$ cat src/design/cpa_pkg.sv
// Package for the complex pointwise ALU: word types, codes and widths.
// No dependencies. Used by every module of the block.
package cpa_pkg;

    localparam int FIELD_W = 32;
    localparam int EPS_W   = 63;
    localparam int DEN_W   = 64;

    localparam logic [EPS_W-1:0] EPS_RESET = 63'd1;

    // operation codes
    localparam logic [1:0] OP_MUL       = 2'd0;
    localparam logic [1:0] OP_MUL_CONJ  = 2'd1;
    localparam logic [1:0] OP_DIV_CUT   = 2'd2;
    localparam logic [1:0] OP_DIV_FLOOR = 2'd3;

    // status codes
    localparam logic [1:0] ST_NORMAL = 2'd0;
    localparam logic [1:0] ST_CUTOFF = 2'd1;
    localparam logic [1:0] ST_SAT    = 2'd2;

    typedef struct packed {
        logic [1:0]                operation;
        logic signed [FIELD_W-1:0] a_re;
        logic signed [FIELD_W-1:0] a_im;
        logic signed [FIELD_W-1:0] b_re;
        logic signed [FIELD_W-1:0] b_im;
        logic                      last_in;
    } in_word_t;

    typedef struct packed {
        logic signed [FIELD_W-1:0] res_re;
        logic signed [FIELD_W-1:0] res_im;
        logic [1:0]                status;
        logic                      last_out;
    } out_word_t;

    // control travelling alongside the divider lanes
    typedef struct packed {
        logic      valid;
        logic      is_div;
        logic      neg_re;
        logic      neg_im;
        logic      ovr_re;
        logic      ovr_im;
        out_word_t bypass;
    } div_ctrl_t;

endpackage

$ cat src/design/cpa_div_step.sv
// One restoring division stage for both lanes: one quotient bit per lane.
// Depends on cpa_pkg for the control word and divisor width.
module cpa_div_step #(
    parameter int WR    = 113,
    parameter int QW    = 33,
    parameter int SHIFT = 32
) (
    input  logic                      clk,
    input  logic                      rst_n,
    input  cpa_pkg::div_ctrl_t        up_ctrl,
    input  logic [cpa_pkg::DEN_W-1:0] up_den,
    input  logic [WR-1:0]             up_rem_re,
    input  logic [WR-1:0]             up_rem_im,
    input  logic [QW-1:0]             up_quo_re,
    input  logic [QW-1:0]             up_quo_im,
    output cpa_pkg::div_ctrl_t        dn_ctrl,
    output logic [cpa_pkg::DEN_W-1:0] dn_den,
    output logic [WR-1:0]             dn_rem_re,
    output logic [WR-1:0]             dn_rem_im,
    output logic [QW-1:0]             dn_quo_re,
    output logic [QW-1:0]             dn_quo_im
);
    import cpa_pkg::*;

    logic [WR-1:0] sub;
    logic          ge_re, ge_im;

    // trial subtract of the shifted divisor
    always_comb
    begin
        sub   = WR'(up_den) << SHIFT;
        ge_re = up_rem_re >= sub;
        ge_im = up_rem_im >= sub;
    end

    div_ctrl_t        ctrl_reg;
    logic [DEN_W-1:0] den_reg;
    logic [WR-1:0]    rre_reg, rim_reg;
    logic [QW-1:0]    qre_reg, qim_reg;

    always_ff @(posedge clk or negedge rst_n)
    begin
        if (!rst_n)
            ctrl_reg <= '0;
        else
            ctrl_reg <= up_ctrl;
    end

    always_ff @(posedge clk)
    begin
        den_reg <= up_den;
        rre_reg <= ge_re ? (up_rem_re - sub) : up_rem_re;
        rim_reg <= ge_im ? (up_rem_im - sub) : up_rem_im;
        qre_reg <= {up_quo_re[QW-2:0], ge_re};
        qim_reg <= {up_quo_im[QW-2:0], ge_im};
    end

    assign dn_ctrl   = ctrl_reg;
    assign dn_den    = den_reg;
    assign dn_rem_re = rre_reg;
    assign dn_rem_im = rim_reg;
    assign dn_quo_re = qre_reg;
    assign dn_quo_im = qim_reg;

endmodule
$ cat config.mk
export PLATFORM = sky130hd
export DESIGN_NAME = cpa_div_step
export DESIGN_NICKNAME = d
export VERILOG_FILES = /design/src/design/cpa_pkg.sv /design/src/design/cpa_div_step.sv
export SDC_FILE = /design/constraint.sdc
export NUM_CORES = 1
export LEC_CHECK = 0
export ABC_CLOCK_PERIOD_IN_PS = 800
export BUFFER_PORTS_ARGS = -buffer_cell sky130_fd_sc_hd__buf_2
export CAP_MARGIN = 15
export CORE_AREA = 2 2 333 335
export CTS_CLUSTER_DIAMETER = 50
export DETAILED_ROUTE_END_ITERATION = 10
export DIE_AREA = 0 0 335 337
export PLACE_DENSITY = 0.36
export SLEW_MARGIN = 20
export SYNTH_ARGS = -nofsm -noshare
export SYNTH_HDL_FRONTEND = slang
export SYNTH_SLANG_ARGS = --single-unit
$ cat constraint.sdc
create_clock -name clk -period 0.8 [get_ports clk]
set_input_delay 0.08 -clock clk [delete_from_list [all_inputs] [get_ports clk]]
set_output_delay 0.08 -clock clk [all_outputs]
set_load 0.03 [all_outputs]
==> results of run 1 <==
## Yosys cell counts, drive strengths merged, types with 6 or more instances
| cell type | count | area share [%] |
|---|---|---|
| o21bai | 27 | 1.1 |
| clkbuf | 68 | 1.3 |
| and2 | 11 | 0.36 |
| nor2 | 105 | 2.1 |
| or4 | 8 | 0.33 |
| ha | 128 | 8.4 |
| a21oi | 140 | 3.7 |
| inv | 100 | 2.0 |
| nor4 | 30 | 0.98 |
| and3 | 10 | 0.33 |
| a211oi | 21 | 0.85 |
| o211ai | 12 | 0.47 |
| nand2 | 235 | 4.6 |
| xor2 | 67 | 3.1 |
| or3 | 11 | 0.36 |
| nand3 | 37 | 0.97 |
| dfrtp | 73 | 9.5 |
| o21a | 14 | 0.55 |
| nand3b | 6 | 0.24 |
| nor3 | 30 | 0.78 |
| a211o | 7 | 0.32 |
| xnor2 | 84 | 3.8 |
| o21ai | 206 | 5.4 |
| dfxtp | 356 | 37 |
| o31ai | 16 | 0.63 |
| a21o | 75 | 2.9 |
| nor2b | 13 | 0.43 |
| o31a | 8 | 0.37 |
| nand4 | 47 | 1.5 |
| nand2b | 17 | 0.56 |
| buf | 15 | 0.41 |
| a31oi | 24 | 0.86 |
| or2 | 10 | 0.33 |
## cell usage in the layout, fill, tap and decap left out, drive strengths merged, types with 12 or more instances in the layout
master and count:
clkinv 12, inv 124, nor2 105, nand3 37, clkbuf 92, nor3 30
a21oi 140, a21o 75, nand4 47, ha 128, nor2b 13, dfxtp 356
o21ai 206, o21a 14, dfrtp 73, dlygate4sd3 426, a31oi 24, o211ai 12
nand2b 17, o21bai 27, buf 1717, nand2 235, xnor2 84, nor4 30
a211oi 21, xor2 67, o31ai 16
## power breakdown
part / total (mW) / switching, mW / internal, mW
clock network: 33.5 / 13.2 / 20.3
registers: 25.6 / 1.30 / 24.3
logic: 30.2 / 15.5 / 14.7
total: 89.2 / 30.0 / 59.2
## logic make-up (layout without fill, tap and decap cells)
| kind of cell | after synthesis | in the layout | synth area share, % |
|---|---|---|---|
| multiplexers | 6 | 6 | 0.3466 |
| AO/OA/AOI/OAI | 593 | 593 | 19.09 |
| other | 0 | 7 | 0 |
| AND/OR/NAND/NOR | 585 | 585 | 14.57 |
| adder cells (fa/ha/maj) | 130 | 130 | 8.581 |
| flip-flops | 429 | 429 | 46.80 |
| XOR/XNOR | 151 | 151 | 6.913 |
| buffers and inverters | 183 | 2387 | 3.702 |
## worst paths after layout
| check | endpoint | slack, ns |
|---|---|---|
| setup / recovery | dn_rem_im[36] | -1.97 |
| hold / removal | dn_rem_im[32] | -0.34 |
| max in group asynchronous | dn_ctrl[46] | 0.02 |
| min in group asynchronous | dn_ctrl[13] | 0.53 |
## routing by layer
metal	vias to the layer above	part of all wire, %
met5	-	0.15
met4	30	2.5
met3	199	6.4
met2	698	51
met1	11300	40
li1	11690	-
## layout make-up
cell class,instances,area (um^2)
clock inverter,52,590.6
timing repair buffer,2146,18970
inverter,100,462.9
clock buffer,89,2022
fill,10780,63790
antenna,7,17.52
sequential,429,9413
tap,1426,1784
multi-input combinational,1465,12550
## sequential cells by signal, indices dropped and copies added, names as in the netlist
name	flops
dn_den	64
dn_quo_im	33
dn_quo_re	33
dn_rem_im	113
dn_rem_re	113
dn_ctrl	73
## timing repair
action                                 4_1_cts  5_1_grt
hold buffers                               414       12
setup buffers                               97       61
gates cloned                                15        2
pin swaps                                  175      128
endpoints found under the hold margin      500       23
resized for setup                         1713      314
setup endpoints to repair                  593      620
==> flow_summary.yaml, run 1 <==
logic_synthesis:
  synth_seq_area_share_pct: 46.80
  syn-num-nets: 2638
  syn_area_per_cell_um2: 9.211
  netlist-cell-type-count: 68
  yosys_warnings: 0
  async_s_r_ff_share_synth_pct: 17.02
  ys_dominant_reg_cell: "dfxtp_1"
  synthCells: 2077
  synth-edff-count: 0
  syn-cell-area_um2: 19130
  ys_seq_elements: 429
power_and_ir_drop:
  p_leak_nw: 21.03
  finalPower_mw: 89.24
  power_density_cells_nw_per_um2: 1948
  power.ir.vdd_worst_v: 0.001598
routing:
  drt-total-wl_mm: 122.5
  route.detailed.vias_per_inst: 4.186
  dr.first_iter.drc_count: 919
  wire_per_inst_um: 21.45
  route.vias.total: 23920
  drc: 0
  drt_pass1_iterations: 5
  drt.antenna.violating_nets: 0
setup_path:
  type_of_destination_of_the_critical_path: "register"
  worstPathBufferInverterCount: 4
  cpMaxStageDelayCell: "or4_4"
  path_common_cell: "or3_4"
  timing.setup.critical_path_class: "primary input to register"
  worst-endpoint-arrival_ns: 3.32
  timing.critical_path.from: "up_rem_im[106]"
  cp_max_fo: 6
  worstSetupPathDepth: 12
  required_ns: 1.35
  slowest_delay_ns: 0.53
  cp-start-kind: "primary input"
  timing.critical_path.max_delay_family: "simple AND/OR/NAND/NOR gates"
  timing.critical_path.cells: "buf_6 > or4_4 > or3_4 > or2_1 > or3_4 > or3_4 > a2111o_1 > a31oi_4 > buf_12 > buf_16 > buf_12 > mux2_4"
global_route:
  globalRouteMet3Util_pct: 5.314
  grt_remaining_overflow: 0
  grt_use_total_pct: 20.90
  grt_pass1_vias: 25170
  globalRouteMet2Util_pct: 38.21
  grt_start_max_net_pins: 42
  globalRouteMet1Util_pct: 23.96
  wire_length_of_the_first_global_routing_pass_mm: 170.8
  grt_antenna_before_repair: 48
  grt_most_used_layer: "met2"
clock_network:
  clock_sinks: 429
  ctsRootBufferMaster: "clkbuf_16"
  cts_h_tree_lvls: 3
  tritoncts_clock_tree: "done"
  clkSlewWorstSetupHoldPaths_ns: 0.06
  cts_max_path_buffers: 3
  tritoncts.num_buffers: 76
placed_design:
  gp_routability_congestion: 0.8777
  placement.setup.worst_slack_ns: -3.095
  cells_after_dpl: 5012
  detailedPlacementHpwl_mm: 98.28
  placed_area_um2: 31330
  placement.io_buffers: 857
layout:
  final_cells: 5714
  growth_of_design_area_from_synthesis_to_finish_pct: 139.5
  post-route-util_pct: 41.80
  drive_above_1_share_pct: 62.77
  final_nets: 4779
  stdcell_area_um2: 45810
hold_path:
  hold_start: "up_rem_im[32]"
  timing.hold.worst_path_depth: 3
  hold_path_class: "primary input to register"
floorplanning:
  core_area_um2: 109600
  rows: 122
  top_level_ports: 860
  die_height_um: 337
  dieArea_um2: 112900
  initial_core_util_pct: 17.46
  die_width_um: 335
timing:
  period_minus_slack_ns: 2.772
  setup_slack_ns: -1.972
  finalCritPeriodShare_pct: 346.5
  rsz0062_at_grt: "yes"
  number_of_max_slew_violations_in_the_final_report: 0
  max_freq_mhz: 360.8
  timing.max_slew.rel_slack_pct: 63.26
  whs_ns: -0.3424
  max_slew.worst_pin.slew_ns: 0.5453
  final-setup-viol-count: 593
  hold_viol: 13
  tns_ns: -463.45
run_status:
  failed_checks: "negative hold slack, negative setup slack"
  status: "complete, but fails checks"
run:
  cap_violations: 0
No activity file was read; power rests on OpenSTA's default activity.
==> run 2, diff against run 1 <==
--- a/config.mk
+++ b/config.mk
@@ -13,7 +13,8 @@
 export DETAILED_ROUTE_END_ITERATION = 10
 export DIE_AREA = 0 0 335 337
 export PLACE_DENSITY = 0.36
-export SLEW_MARGIN = 20
+export REMOVE_ABC_BUFFERS = 1
+export SLEW_MARGIN = 40
 export SYNTH_ARGS = -nofsm -noshare
 export SYNTH_HDL_FRONTEND = slang
 export SYNTH_SLANG_ARGS = --single-unit
==> run 2 against run 1 <==
Net effect:
- the run still ends with negative hold slack, negative setup slack left
- sequential power shrank 4%
- critical path depth grew 2
- fmax decreased by 0.79%
- final cell count shrank 1.4%
- via count shrank 2.7%
- first-iteration DRC count shrank 8.9%
- setup slack lost 0.022 ns
- largest cell class unchanged
- largest power group unchanged
- clock-buffer cell count rose by 4
- power decreased by 6.9%
- sequential share of layout area up 1.8 points
==> flow_summary.yaml, run 2 (synthesis gave the netlist of run 1 again) <==
routing:
  dr.first_iter.drc_count: 837
  drt-met1-wl_mm: 45.08
  route.vias.total: 23270
  wl_met3_mm: 7.792
  drc: 0
  detailroute.wirelength.met2_mm: 61.58
  drt.antenna.violating_nets: 0
  top_layer: "met5"
  drt_pass1_iterations: 5
  wire_per_inst_um: 20.81
  route.detailed.vias_per_inst: 4.130
  drt-total-wl_mm: 117.3
setup_path:
  cpMaxStageDelayCell: "or4_4"
  required_ns: 1.31
  path_common_cell: "or3_4"
  type_of_destination_of_the_critical_path: "register"
  worstSetupPathDepth: 14
  timing.critical_path.from: "up_rem_im[104]"
  cp-start-kind: "primary input"
  worstPathBufferInverterCount: 3
  critical_path.endpoint: "dn_rem_im[112]"
  cp_max_fo: 4
  timing.critical_path.max_delay_family: "simple AND/OR/NAND/NOR gates"
  timing.critical_path.cells: "buf_8 > or4_4 > or3_4 > or2_4 > or3_4 > or3_4 > a2111o_1 > a31oi_4 > buf_6 > a211oi_4 > nand3b_1 > buf_6 > nor2_4 > xor2_1"
  timing.setup.critical_path_class: "primary input to register"
  worst-endpoint-arrival_ns: 3.31
  slowest_delay_ns: 0.52
floorplanning:
  die_width_um: 335
  die_height_um: 337
  top_level_ports: 860
  core_area_um2: 109600
  rows: 122
  dieArea_um2: 112900
  initial_core_util_pct: 17.46
run_status:
  failed_checks: "negative hold slack, negative setup slack"
  status: "complete, but fails checks"
global_route:
  wire_length_of_the_first_global_routing_pass_mm: 163.6
  grt_start_max_net_pins: 38
  grt_antenna_before_repair: 34
  grt_remaining_overflow: 0
  grt_use_total_pct: 19.87
  grt_pass1_vias: 24440
clock_network:
  clock_sinks: 429
  tritoncts.num_buffers: 76
  tritoncts_clock_tree: "done"
  cts_max_path_buffers: 3
  cts_h_tree_lvls: 3
  ctsRootBufferMaster: "clkbuf_16"
  clkSlewWorstSetupHoldPaths_ns: 0.06
layout:
  stdcell_area_um2: 40140
  n_fill_cell: 11330
  drive_above_1_share_pct: 48.27
  post-route-util_pct: 36.62
  growth_of_design_area_from_synthesis_to_finish_pct: 109.8
  most-common-layout-cells: "829 x buf_2, 721 x buf_4, 422 x dlygate4sd3_1, 356 x dfxtp_1, 217 x nand2_1"
  final_nets: 4701
  layout.cells.most_common: "buf_2"
placed_design:
  placement.io_buffers: 857
  detailedPlacementHpwl_mm: 96.21
  placed_area_um2: 30460
  gp_routability_congestion: 0.8619
timing:
  final-setup-viol-count: 660
  number_of_max_slew_violations_in_the_final_report: 0
  timing.max_slew.rel_slack_pct: 46.55
  whs_ns: -0.3940
  period_minus_slack_ns: 2.794
  rsz0062_at_grt: "yes"
  hold_viol: 18
  max_freq_mhz: 357.9
  finalCritPeriodShare_pct: 349.3
  setup_slack_ns: -1.994
  max_slew.worst_pin.slew_ns: 0.7933
power_and_ir_drop:
  power_density_cells_nw_per_um2: 2070
  p_leak_nw: 18.79
  power.ir.vdd_worst_v: 0.001386
  finalPower_mw: 83.09
run:
  cap_violations: 0
hold_path:
  hold_path_class: "primary input to register"
==> run 2: timing repair <==
action	CTS	global route
gates cloned	13	0
pin swaps	82	32
resized for setup	368	139
endpoints found under the hold margin	500	34
hold buffers	406	18
setup buffers	52	21
endpoints found under the setup margin	593	660
==> run 2: worst min-delay path by stage <==
stage	from	end	slack, ns	cells after the start
2_1_floorplan	rst_n	dn_ctrl[0]	-0.22	0
3_3_place_gp	rst_n	dn_ctrl[46]	-0.05	1
3_5_place_dp	rst_n	dn_ctrl[46]	-0.06	1
4_1_cts	up_den[0]	dn_den[0]	-0.46	1
5_1_grt	up_den[0]	dn_den[0]	-0.42	1
6_report	up_den[0]	dn_den[0]	-0.39	1
==> run 2: layout make-up <==
| type | instances | area, um^2 | share of cell area (%) |
|---|---|---|---|
| Multi-Input combinational cell | 1465 | 11010 | 27.42 |
| Timing Repair Buffer | 2068 | 15380 | 38.31 |
| Inverter | 100 | 409.1 | 1.019 |
| Sequential cell | 429 | 8954 | 22.31 |
| Clock buffer | 93 | 2078 | 5.178 |
| Clock inverter | 46 | 509.2 | 1.269 |
| Antenna cell | 8 | 20.02 | 0.04988 |
| Tap cell | 1426 | 1784 | 4.445 |
==> run 2: power by group <==
group | total [mW] | internal, mW | switching [mW]
sequential | 24.7 | 23.8 | 0.885
combinational | 25.6 | 11.0 | 14.6
clock | 32.8 | 20.2 | 12.6
==> run 2: metrics by stage <==
stage	setup slack [ns]	setup TNS (ns)	hold WS, ns	instances
after floorplan	-5.303	-663.12	-0.2156	1994
after global placement	-3.046	-453.60	-0.05336	4988
after detailed placement	-3.260	-451.74	-0.05798	4988
after CTS	-1.956	-506.00	-0.4570	5592
after global routing	-2.021	-521.74	-0.4209	5632
final	-1.994	-482.89	-0.3940	5635
==> run 2: routing by layer <==
layer | GRT usage (%) | vias to the layer above
li1 | - | 11520
met1 | 21.75 | 10930
met2 | 37.28 | 628
met3 | 5.470 | 175
met4 | 5.467 | 24
met5 | 0 | -
